--- src/sv/fct_pkg.sv ---
package fct_pkg;

    localparam int TAPS     = 64;
    localparam int ADDR_W   = $clog2(TAPS);
    localparam int CNT_W    = $clog2(TAPS + 1);
    localparam int SAMPLE_W = 16;
    localparam int IDX_W    = 6;
    localparam int CFG_W    = 7;
    localparam int PROD_W   = 2 * SAMPLE_W;
    localparam int ACC_W    = PROD_W + ADDR_W;
    localparam int QSHIFT   = 15;

    localparam int S_TDATA_W = 24;
    localparam int M_TDATA_W = 16;
    localparam int APB_AW    = 3;
    localparam int APB_DW    = 32;

    localparam logic [APB_AW-1:0] REG_TAP_COUNT  = 3'd0;
    localparam logic [CFG_W-1:0]  TAP_COUNT_RST  = 7'd64;

    localparam logic KIND_LOAD   = 1'b0;
    localparam logic KIND_SAMPLE = 1'b1;

    typedef enum logic [3:0] {
        ST_IDLE  = 4'b0001,
        ST_MAC   = 4'b0010,
        ST_DRAIN = 4'b0100,
        ST_FIN   = 4'b1000
    } state_t;

    typedef struct packed {
        logic clear;
        logic rd_vld;
        logic coef_ok;
        logic samp_ok;
    } mac_ctl_t;

endpackage

--- src/sv/fct_ram.sv ---
module fct_ram #(
    parameter int WIDTH = 16,
    parameter int DEPTH = 64
) (
    input  logic                     aclk,
    input  logic                     we,
    input  logic [$clog2(DEPTH)-1:0] waddr,
    input  logic [WIDTH-1:0]         wdata,
    input  logic                     re,
    input  logic [$clog2(DEPTH)-1:0] raddr,
    output logic [WIDTH-1:0]         rdata
);

    logic [WIDTH-1:0] mem [DEPTH];
    logic [WIDTH-1:0] rdata_reg;

    always_ff @(posedge aclk) begin
        if (we) begin
            mem[waddr] <= wdata;
        end
        if (re) begin
            rdata_reg <= mem[raddr];
        end
    end

    assign rdata = rdata_reg;

endmodule

--- src/sv/fct_mac.sv ---
module fct_mac (
    input  logic                           aclk,
    input  logic                           aresetn,
    input  fct_pkg::mac_ctl_t              ctl,
    input  logic [fct_pkg::SAMPLE_W-1:0]   coef,
    input  logic [fct_pkg::SAMPLE_W-1:0]   samp,
    output logic                           busy,
    output logic [fct_pkg::SAMPLE_W-1:0]   result,
    output logic                           sat
);
    import fct_pkg::*;

    localparam int Q_W = ACC_W - QSHIFT;

    logic signed [PROD_W-1:0]   prod_reg;
    logic                       prod_vld_reg;
    logic signed [ACC_W-1:0]    acc_reg;
    logic signed [SAMPLE_W-1:0] a;
    logic signed [SAMPLE_W-1:0] b;
    logic signed [Q_W-1:0]      q;
    logic [Q_W-QSHIFT-1:0]      top_bits;

    assign a = ctl.coef_ok ? signed'(coef) : '0;
    assign b = ctl.samp_ok ? signed'(samp) : '0;

    always_ff @(posedge aclk) begin
        prod_reg <= a * b;
        if (!aresetn) begin
            prod_vld_reg <= 1'b0;
            acc_reg      <= '0;
        end else begin
            prod_vld_reg <= ctl.rd_vld;
            if (ctl.clear) begin
                acc_reg <= '0;
            end else if (prod_vld_reg) begin
                acc_reg <= acc_reg + ACC_W'(prod_reg);
            end
        end
    end

    // floor shift, then clip to 16 bits
    assign q        = Q_W'(acc_reg >>> QSHIFT);
    assign top_bits = q[Q_W-1:QSHIFT];
    assign sat      = !((&top_bits) || !(|top_bits));

    always_comb begin
        if (sat) begin
            result = q[Q_W-1] ? {1'b1, {(SAMPLE_W-1){1'b0}}} : {1'b0, {(SAMPLE_W-1){1'b1}}};
        end else begin
            result = q[SAMPLE_W-1:0];
        end
    end

    assign busy = ctl.rd_vld | prod_vld_reg;

endmodule

--- src/sv/fir_convolution_with_tail_unit.sv ---
// Direct-form FIR convolution of a Q15 sample stream with a stored impulse response of
// tap_count taps (clamped to 1..64). Input words with tuser 0 load one coefficient; words
// with tuser 1 shift a sample in and produce one result. A sample with tlast set
// is followed by tap_count-1 tail results computed on zeros, after which the delay line is
// empty. Each result is a multiply-accumulate that walks the taps with one coefficient and
// one delay-line read per cycle from two memories, then the pipeline drains and the result
// is loaded into the output register. The input is taken only while no result is in
// progress; a finished result sits in the output register and the next word may be accepted
// meanwhile, while a result that finds the output register still full waits until it is taken.
module fir_convolution_with_tail_unit (
    input  logic                          aclk,
    input  logic                          aresetn,
    // tap_index[5:0], value[21:6], zero pad[23:22]
    input  logic [fct_pkg::S_TDATA_W-1:0] s_tdata,
    // kind
    input  logic                          s_tuser,
    input  logic                          s_tlast,
    input  logic                          s_tvalid,
    output logic                          s_tready,
    // output_sample[15:0]
    output logic [fct_pkg::M_TDATA_W-1:0] m_tdata,
    // saturated
    output logic                          m_tuser,
    output logic                          m_tlast,
    output logic                          m_tvalid,
    input  logic                          m_tready,
    input  logic                          psel,
    input  logic                          penable,
    input  logic                          pwrite,
    input  logic [fct_pkg::APB_AW-1:0]    paddr,
    input  logic [fct_pkg::APB_DW-1:0]    pwdata,
    output logic [fct_pkg::APB_DW-1:0]    prdata,
    output logic                          pready
);
    import fct_pkg::*;

    localparam logic [ADDR_W:0]   TAPS_X = (ADDR_W + 1)'(TAPS);
    localparam logic [ADDR_W-1:0] LAST_A = ADDR_W'(TAPS - 1);

    state_t state_reg, state_next;

    logic [CFG_W-1:0]  tap_count_reg;
    logic [ADDR_W-1:0] head_reg, head_next, head_inc;
    logic [CNT_W-1:0]  m_reg, m_next, m_use;
    logic [CNT_W-1:0]  cnt_reg, cnt_next;
    logic [CNT_W-1:0]  tail_reg, tail_next;
    logic              last_reg, last_next;
    logic [TAPS-1:0]   coef_vld_reg, coef_vld_next;
    logic [TAPS-1:0]   dly_vld_reg, dly_vld_next;
    logic              rd_vld_reg, rd_vld_next;
    logic              coef_ok_reg, coef_ok_next;
    logic              samp_ok_reg, samp_ok_next;

    logic                    m_tvalid_reg;
    logic [M_TDATA_W-1:0]    m_tdata_reg;
    logic                    m_tuser_reg;
    logic                    m_tlast_reg;
    logic                    out_load;
    logic                    out_free;
    logic                    out_last;

    logic                    s_acc;
    logic [ADDR_W-1:0]       in_idx;
    logic [SAMPLE_W-1:0]     in_val;
    logic                    clear;
    logic                    re;
    logic [ADDR_W-1:0]       cidx;
    logic [ADDR_W-1:0]       daddr;
    logic                    coef_we;
    logic                    dly_we;
    logic [SAMPLE_W-1:0]     coef_rd;
    logic [SAMPLE_W-1:0]     samp_rd;
    logic                    mac_busy;
    logic [SAMPLE_W-1:0]     mac_result;
    logic                    mac_sat;
    logic                    cfg_wr;
    mac_ctl_t                ctl;

    assign pready = 1'b1;
    assign cfg_wr = psel & penable & pwrite & pready;
    assign prdata = (paddr == REG_TAP_COUNT) ? APB_DW'(tap_count_reg) : '0;

    assign s_tready = (state_reg == ST_IDLE);
    assign s_acc    = s_tvalid & s_tready;
    assign in_idx   = s_tdata[ADDR_W-1:0];
    assign in_val   = s_tdata[IDX_W +: SAMPLE_W];
    assign head_inc = (head_reg == LAST_A) ? '0 : head_reg + 1'b1;
    assign cidx     = cnt_reg[ADDR_W-1:0];
    assign out_free = !m_tvalid_reg || m_tready;
    assign out_last = last_reg && (tail_reg == m_reg - 1'b1);

    always_comb begin
        if (tap_count_reg == '0) begin
            m_use = CNT_W'(1);
        end else if (tap_count_reg > CFG_W'(TAPS)) begin
            m_use = CNT_W'(TAPS);
        end else begin
            m_use = CNT_W'(tap_count_reg);
        end
    end

    always_comb begin
        if (head_reg >= cidx) begin
            daddr = head_reg - cidx;
        end else begin
            daddr = ADDR_W'({1'b0, head_reg} + TAPS_X - {1'b0, cidx});
        end
    end

    always_comb begin
        state_next    = state_reg;
        head_next     = head_reg;
        m_next        = m_reg;
        cnt_next      = cnt_reg;
        tail_next     = tail_reg;
        last_next     = last_reg;
        coef_vld_next = coef_vld_reg;
        dly_vld_next  = dly_vld_reg;
        rd_vld_next   = 1'b0;
        coef_ok_next  = coef_ok_reg;
        samp_ok_next  = samp_ok_reg;
        coef_we       = 1'b0;
        dly_we        = 1'b0;
        re            = 1'b0;
        clear         = 1'b0;
        out_load      = 1'b0;
        case (state_reg)
            ST_IDLE: begin
                if (s_acc) begin
                    if (s_tuser == KIND_LOAD) begin
                        if ({1'b0, s_tdata[IDX_W-1:0]} < TAPS_X) begin
                            coef_we               = 1'b1;
                            coef_vld_next[in_idx] = 1'b1;
                        end
                    end else begin
                        dly_we                 = 1'b1;
                        head_next              = head_inc;
                        dly_vld_next[head_inc] = 1'b1;
                        m_next                 = m_use;
                        last_next              = s_tlast;
                        tail_next              = '0;
                        cnt_next               = '0;
                        clear                  = 1'b1;
                        state_next             = ST_MAC;
                    end
                end
            end
            ST_MAC: begin
                re           = 1'b1;
                rd_vld_next  = 1'b1;
                coef_ok_next = coef_vld_reg[cidx];
                samp_ok_next = dly_vld_reg[daddr];
                cnt_next     = cnt_reg + 1'b1;
                if (cnt_reg == m_reg - 1'b1) begin
                    state_next = ST_DRAIN;
                end
            end
            ST_DRAIN: begin
                if (!mac_busy) begin
                    state_next = ST_FIN;
                end
            end
            ST_FIN: begin
                if (out_free) begin
                    out_load = 1'b1;
                    if (last_reg && !out_last) begin
                        // tail: shift a zero in
                        tail_next              = tail_reg + 1'b1;
                        head_next              = head_inc;
                        dly_vld_next[head_inc] = 1'b0;
                        cnt_next               = '0;
                        clear                  = 1'b1;
                        state_next             = ST_MAC;
                    end else begin
                        if (last_reg) begin
                            dly_vld_next = '0;
                        end
                        state_next = ST_IDLE;
                    end
                end
            end
            default: begin
                state_next = ST_IDLE;
            end
        endcase
    end

    always_ff @(posedge aclk) begin
        if (!aresetn) begin
            state_reg     <= ST_IDLE;
            tap_count_reg <= TAP_COUNT_RST;
            head_reg      <= '0;
            m_reg         <= CNT_W'(1);
            cnt_reg       <= '0;
            tail_reg      <= '0;
            last_reg      <= 1'b0;
            coef_vld_reg  <= '0;
            dly_vld_reg   <= '0;
            rd_vld_reg    <= 1'b0;
            coef_ok_reg   <= 1'b0;
            samp_ok_reg   <= 1'b0;
            m_tvalid_reg  <= 1'b0;
        end else begin
            state_reg    <= state_next;
            head_reg     <= head_next;
            m_reg        <= m_next;
            cnt_reg      <= cnt_next;
            tail_reg     <= tail_next;
            last_reg     <= last_next;
            coef_vld_reg <= coef_vld_next;
            dly_vld_reg  <= dly_vld_next;
            rd_vld_reg   <= rd_vld_next;
            coef_ok_reg  <= coef_ok_next;
            samp_ok_reg  <= samp_ok_next;
            if (cfg_wr && paddr == REG_TAP_COUNT) begin
                tap_count_reg <= pwdata[CFG_W-1:0];
            end
            if (out_load) begin
                m_tvalid_reg <= 1'b1;
            end else if (m_tready) begin
                m_tvalid_reg <= 1'b0;
            end
        end
    end

    always_ff @(posedge aclk) begin
        if (out_load) begin
            m_tdata_reg <= mac_result;
            m_tuser_reg <= mac_sat;
            m_tlast_reg <= out_last;
        end
    end

    assign m_tvalid = m_tvalid_reg;
    assign m_tdata  = m_tdata_reg;
    assign m_tuser  = m_tuser_reg;
    assign m_tlast  = m_tlast_reg;

    fct_ram #(
        .WIDTH (SAMPLE_W),
        .DEPTH (TAPS)
    ) u_coef_ram (
        .aclk  (aclk),
        .we    (coef_we),
        .waddr (in_idx),
        .wdata (in_val),
        .re    (re),
        .raddr (cidx),
        .rdata (coef_rd)
    );

    fct_ram #(
        .WIDTH (SAMPLE_W),
        .DEPTH (TAPS)
    ) u_dly_ram (
        .aclk  (aclk),
        .we    (dly_we),
        .waddr (head_inc),
        .wdata (in_val),
        .re    (re),
        .raddr (daddr),
        .rdata (samp_rd)
    );

    assign ctl.clear   = clear;
    assign ctl.rd_vld  = rd_vld_reg;
    assign ctl.coef_ok = coef_ok_reg;
    assign ctl.samp_ok = samp_ok_reg;

    fct_mac u_mac (
        .aclk    (aclk),
        .aresetn (aresetn),
        .ctl     (ctl),
        .coef    (coef_rd),
        .samp    (samp_rd),
        .busy    (mac_busy),
        .result  (mac_result),
        .sat     (mac_sat)
    );

    a_sample_starts_mac: assert property (@(posedge aclk) disable iff (!aresetn)
        (s_acc && s_tuser == KIND_SAMPLE) |=> (state_reg == ST_MAC))
        else $error("sample word did not start accumulation");

    a_cnt_in_range: assert property (@(posedge aclk) disable iff (!aresetn)
        (state_reg == ST_MAC) |-> (cnt_reg < m_reg))
        else $error("tap counter past tap count");

    a_fin_pipe_empty: assert property (@(posedge aclk) disable iff (!aresetn)
        (state_reg == ST_FIN) |-> !mac_busy)
        else $error("result taken before accumulator settled");

    a_flush_clears: assert property (@(posedge aclk) disable iff (!aresetn)
        (out_load && out_last) |=> (dly_vld_reg == '0))
        else $error("delay line not cleared after final result");

endmodule

--- config.mk ---
export PLATFORM = sky130hd
export DESIGN_NAME = fir_convolution_with_tail_unit
export DESIGN_NICKNAME = d
export VERILOG_FILES = /design/src/sv/fct_pkg.sv /design/src/sv/fct_ram.sv /design/src/sv/fct_mac.sv /design/src/sv/fir_convolution_with_tail_unit.sv
export SDC_FILE = /design/constraint.sdc
export NUM_CORES = 2
export LEC_CHECK = 0
export BUFFER_PORTS_ARGS = -buffer_cell sky130_fd_sc_hd__clkbuf_2
export CAP_MARGIN = 20
export CORE_ASPECT_RATIO = 0.5
export CORE_MARGIN = 3
export CORE_UTILIZATION = 23
export CTS_BUF_LIST = sky130_fd_sc_hd__clkbuf_16
export DETAILED_ROUTE_END_ITERATION = 16
export PLACE_DENSITY_LB_ADDON = 0.05
export REMOVE_ABC_BUFFERS = 1
export SETUP_SLACK_MARGIN = 0.02
export SLEW_MARGIN = 20
export SYNTH_ARGS = -nofsm -noshare
export SYNTH_HDL_FRONTEND = slang
export SYNTH_SLANG_ARGS = --single-unit
--- constraint.sdc ---
create_clock -name aclk -period 18.9 [get_ports aclk]
set_input_delay 1.89 -clock aclk [delete_from_list [all_inputs] [get_ports aclk]]
set_output_delay 1.89 -clock aclk [all_outputs]
set_load 0.02 [all_outputs]
==> out/results.md <==
| Item | This run | Unit |
| --- | --- | --- |
| Result of the run | finished, final reports clean | - |
| Mean cell area of the mapped netlist | 18.2 | um2 |
| First drt pass iteration count | 5 | - |
| Total wire length after detailed routing | 321,000 | um |
| P_leak | 37.8 | nW |
| Post-Route Skew | 0.119 | ns |
| Arr. time, crit path | 8.57 | ns |
| Pwr/cell area | 95.0 | nW/um2 |
| TritonCTS clock tree | yes | - |
| Estimated wirelength of the detail-placed design | 195,000 | um |
| Largest regs | u_coef_ram.mem x1024, u_dly_ram.mem x1024 | - |
| Total global routing overflow | 0 | - |
| Net count reported at finish | 6,176 | - |
| Wire length of the first global-routing pass | 449,000 | um |
| Final-layout fill cell count | 44,100 | - |
| Die outline width | 947 | um |
| Fraction of power spent switching nets | 0.226 | - |
| Reg-to-reg endpoint | u_mac.prod_reg[31] | - |
| Number of hold-slack violations in the final timing report | 0 | - |
| Overall global routing resource usage | 0.140 | - |
| Antenna violations before repair | 23 | - |
| Critical path class | reg -> reg | - |
| Critical Path, Cell by Cell | and2_1 -> nand2_1 -> fa_1 -> fa_1 -> fa_1 -> fa_1 -> inv_1 -> fa_1 -> inv_1 -> fa_1 -> inv_1 -> ha_1 -> and3_1 -> a221oi_1 -> o31ai_1 -> a211oi_1 -> o21a_1 -> o21ai_1 -> or4_1 -> a31o_1 -> a21oi_1 -> xnor2_1 | - |
| Most used cells in the layout excluding fill and tap cells | sky130_fd_sc_hd__edfxtp_1 (2,098), sky130_fd_sc_hd__mux4_2 (697), sky130_fd_sc_hd__inv_1 (389) | - |
| Critical Path Source Type | flop | - |
| Overall via count from detail_route | 50,900 | - |
| Sequential standard cell area | 67,900 | um2 |
| Internal power | 8.69 | mW |
| Worst-case vdd ir drop | 77.4 | uV |
| Hold Path Origin | coef_vld_reg[50] | - |
| Clock Sinks | 2,340 | - |
| Starting density of the core | 0.231 | - |
| Slowest cell on the critical path | sky130_fd_sc_hd__edfxtp_1 | - |
| Part of the total power dissipated in the clock network | 0.433 | - |
| Cell at the root of the clock tree | sky130_fd_sc_hd__clkbuf_16 | - |
| Starting DRC count in detailed routing | 3,560 | - |
| Hold Path Stages | 1 | - |
| Sort of element at the end of the critical path | flop | - |
| Setup-violating endpoint count in the final report | 0 | - |
| Input/output buffers | 67 | - |
| Number of global-route vias before repair | 55,100 | - |
| Share of synthesized registers carrying an async set or reset | 0 | - |
| Worst slew pin tran | 1.13 | ns |
| Die boundary height | 476 | um |
| Maximum net fanout on the critical path | 11 | - |
| H-Tree Depth | 4 | - |
| EDFF count, synth | 2,098 | - |
| Slew margin rel. | 0.247 | - |
| Total Negative Setup Slacks | 0 | ns |
| Hold Buf Count CTS | 0 | - |
| Yosys synthesis warning count | 0 | - |
| Num ports | 121 | - |
| R2r worst-path depth | 22 | - |
| Count of cells resized by post-cts repair | 0 | - |
| Fraction of final layout cells sized beyond drive strength 1 | 0.232 | - |
| Largest net degree at the start of global routing | 109 | - |
| Critical path buffer and inverter count | 3 | - |
| Minimum setup slack among reg-to-reg paths | 11.09 | ns |
| Clock network latency to the later pin of the worst-skew pair | 0.94 | ns |
| Max Root-Sink Buffers | 4 | - |
| Synth Register Bits | 2,340 | - |
| Max-cap violations | 0 | - |
| Predominant post-synthesis flop cell | sky130_fd_sc_hd__edfxtp_1 | - |
| Share of the clock period used by the worst path after layout | 0.413 | - |
| Sequential fraction of the synthesis area | 0.667 | - |
| Routed len/inst | 27.1 | um |
| Kind of cell adding the most delay to the critical path | adder cells | - |
| Number of buffers created by CTS | 241 | - |
| Count of pins over their slew limit | 0 | - |
| Delay contributed by the slowest stage of the critical path | 0.74 | ns |
| Part of the power in registers | 0.505 | - |
| Via-to-Cell Ratio | 4.30 | - |
| Remaining antenna violation count after routing | 0 | - |
| Beginning of the worst register-to-register path | u_coef_ram.rdata[8] | - |
| Cell row count | 172 | - |
| Unrepaired setup endpoints after global routing | false | - |
| Post-synthesis instance area | 102,000 | um2 |
| Final estimated routing congestion in global placement | 0.749 | - |
| Logic gate share of total power | 0.062 | - |
| Number of remaining DRC errors | 0 | - |
| Worst Hold Class | reg -> reg | - |
| Setup slack after placement | 11.16 | ns |
| Net switching power | 2.53 | mW |
| Number of cells produced by synthesis | 5,585 | - |
| Post-CTS setup buffer count | 0 | - |
| Worst setup slack after layout | 11.09 | ns |
| Synthesis-to-finish area growth | 16.0 | % |
| Overall power after layout | 11.2 | mW |
| Leading cell type in the layout, fill and taps excluded | sky130_fd_sc_hd__edfxtp_1 | - |
| Clock slew at the register clock pins of the worst setup and hold paths | 0.06 | ns |
| Highest achievable clock rate | 128 | MHz |
| Die outline area | 451,000 | um2 |
| Area taken by multi-input logic gates | 32,400 | um2 |
| Number of distinct library cell variants in the gate-level netlist after synthesis | 76 | - |
| Tmin final | 7.81 | ns |
| Most Frequent Cell on Critical Path | sky130_fd_sc_hd__fa_1 | - |
| Required time reported for the critical path endpoint | 19.65 | ns |
| Core ar. | 440,000 | um2 |
| Hold path endpoint | coef_vld_reg[50] | - |
[worst max-delay path by stage]
stage	slack, ns	to	depth (start not counted)	start
final	11.09	u_mac.prod_reg[31]	22	u_coef_ram.rdata[8]
after global routing	10.61	u_mac.prod_reg[31]	24	samp_ok_reg
after floorplan	-3.81	samp_ok_reg	8	cnt_reg[0]
after detailed placement	11.16	u_mac.prod_reg[31]	24	samp_ok_reg
after CTS	11.03	u_mac.prod_reg[31]	23	coef_ok_reg
after global placement	11.10	u_mac.prod_reg[31]	22	u_coef_ram.rdata[9]
[metal layers]
metal	wire length (um)	GRT usage	share of wire	up-vias
met5	0	0	0	-
met4	5660	0.0257	0.018	0
met3	12800	0.0210	0.040	363
met2	152000	0.230	0.47	875
met1	151000	0.200	0.47	27700
li1	-	-	-	22000
[cell usage after synthesis, types with 42 or more instances]
library cell,instances,area (um2)
sky130_fd_sc_hd__nand3_1,45,225
sky130_fd_sc_hd__xnor2_1,75,657
sky130_fd_sc_hd__buf_2,54,270
sky130_fd_sc_hd__mux4_2,697,15700
sky130_fd_sc_hd__ha_1,128,1600
sky130_fd_sc_hd__nor2_1,366,1370
sky130_fd_sc_hd__o21ai_0,42,210
sky130_fd_sc_hd__edfxtp_1,2098,63000
sky130_fd_sc_hd__a21oi_1,152,761
sky130_fd_sc_hd__fa_1,264,5290
sky130_fd_sc_hd__inv_1,333,1250
sky130_fd_sc_hd__dfxtp_1,242,4840
sky130_fd_sc_hd__mux2i_1,45,450
sky130_fd_sc_hd__clkbuf_1,179,672
sky130_fd_sc_hd__a21o_1,50,375
sky130_fd_sc_hd__o21a_1,204,1530
sky130_fd_sc_hd__nand2_1,219,822
[final cells by class]
type | count | area share
inverters | 335 | 0.0107
well taps | 5916 | 0.0627
diodes | 19 | 0.000403
clock buffers | 245 | 0.0519
multi-input cells | 2631 | 0.275
repair buffers | 167 | 0.0105
clock inverters | 186 | 0.0142
flip-flops and latches | 2340 | 0.575
[power groups by stage]
| stage | Clock [mW] | Sequential (mW) | Combinational (mW) |
|---|---|---|---|
| 5_1_grt | 5.26 | 5.67 | 0.755 |
| 4_1_cts | 5.05 | 5.67 | 0.727 |
| 6_report | 4.86 | 5.67 | 0.695 |
| 3_3_place_gp | 0 | 5.78 | 0.716 |
| 3_5_place_dp | 0 | 5.78 | 0.726 |
| 2_1_floorplan | 0 | 5.78 | 0.541 |
[through the flow]
step	instance area, um2	utilization	cells	hold slack [ns]
after floorplan	101000	-	5306	0.435
after global placement	110000	0.250	11400	0.440
after detailed placement	110000	0.250	11400	0.450
after CTS	118000	0.268	11800	0.466
after global routing	118000	0.268	11800	0.477
final	118000	0.268	11800	0.464
[cell families after synthesis]
logic type      after synthesis  share of synthesized area
flops                      2340                      0.667
simple gates                802                     0.0349
mux                         742                      0.159
buf+inv                     638                     0.0253
compound gates              566                     0.0376
fa+ha+maj                   392                     0.0677
xor+xnor                    103                    0.00927
other cells                   2                  0.0000738
[worst reg2reg max path: stages (launching register included)]
cell and delay, ns:
sky130_fd_sc_hd__edfxtp_1 0.74, sky130_fd_sc_hd__and2_1 0.68, sky130_fd_sc_hd__nand2_1 0.17, sky130_fd_sc_hd__fa_1 0.53
sky130_fd_sc_hd__fa_1 0.47, sky130_fd_sc_hd__fa_1 0.48, sky130_fd_sc_hd__fa_1 0.50, sky130_fd_sc_hd__inv_1 0.06
sky130_fd_sc_hd__fa_1 0.53, sky130_fd_sc_hd__inv_1 0.05, sky130_fd_sc_hd__fa_1 0.48, sky130_fd_sc_hd__inv_1 0.05
sky130_fd_sc_hd__ha_1 0.35, sky130_fd_sc_hd__and3_1 0.22, sky130_fd_sc_hd__a221oi_1 0.31, sky130_fd_sc_hd__o31ai_1 0.19
sky130_fd_sc_hd__a211oi_1 0.50, sky130_fd_sc_hd__o21a_1 0.26, sky130_fd_sc_hd__o21ai_1 0.11, sky130_fd_sc_hd__or4_1 0.45
sky130_fd_sc_hd__a31o_1 0.23, sky130_fd_sc_hd__a21oi_1 0.17, sky130_fd_sc_hd__xnor2_1 0.15
No activity file was read; power rests on OpenSTA's default activity.
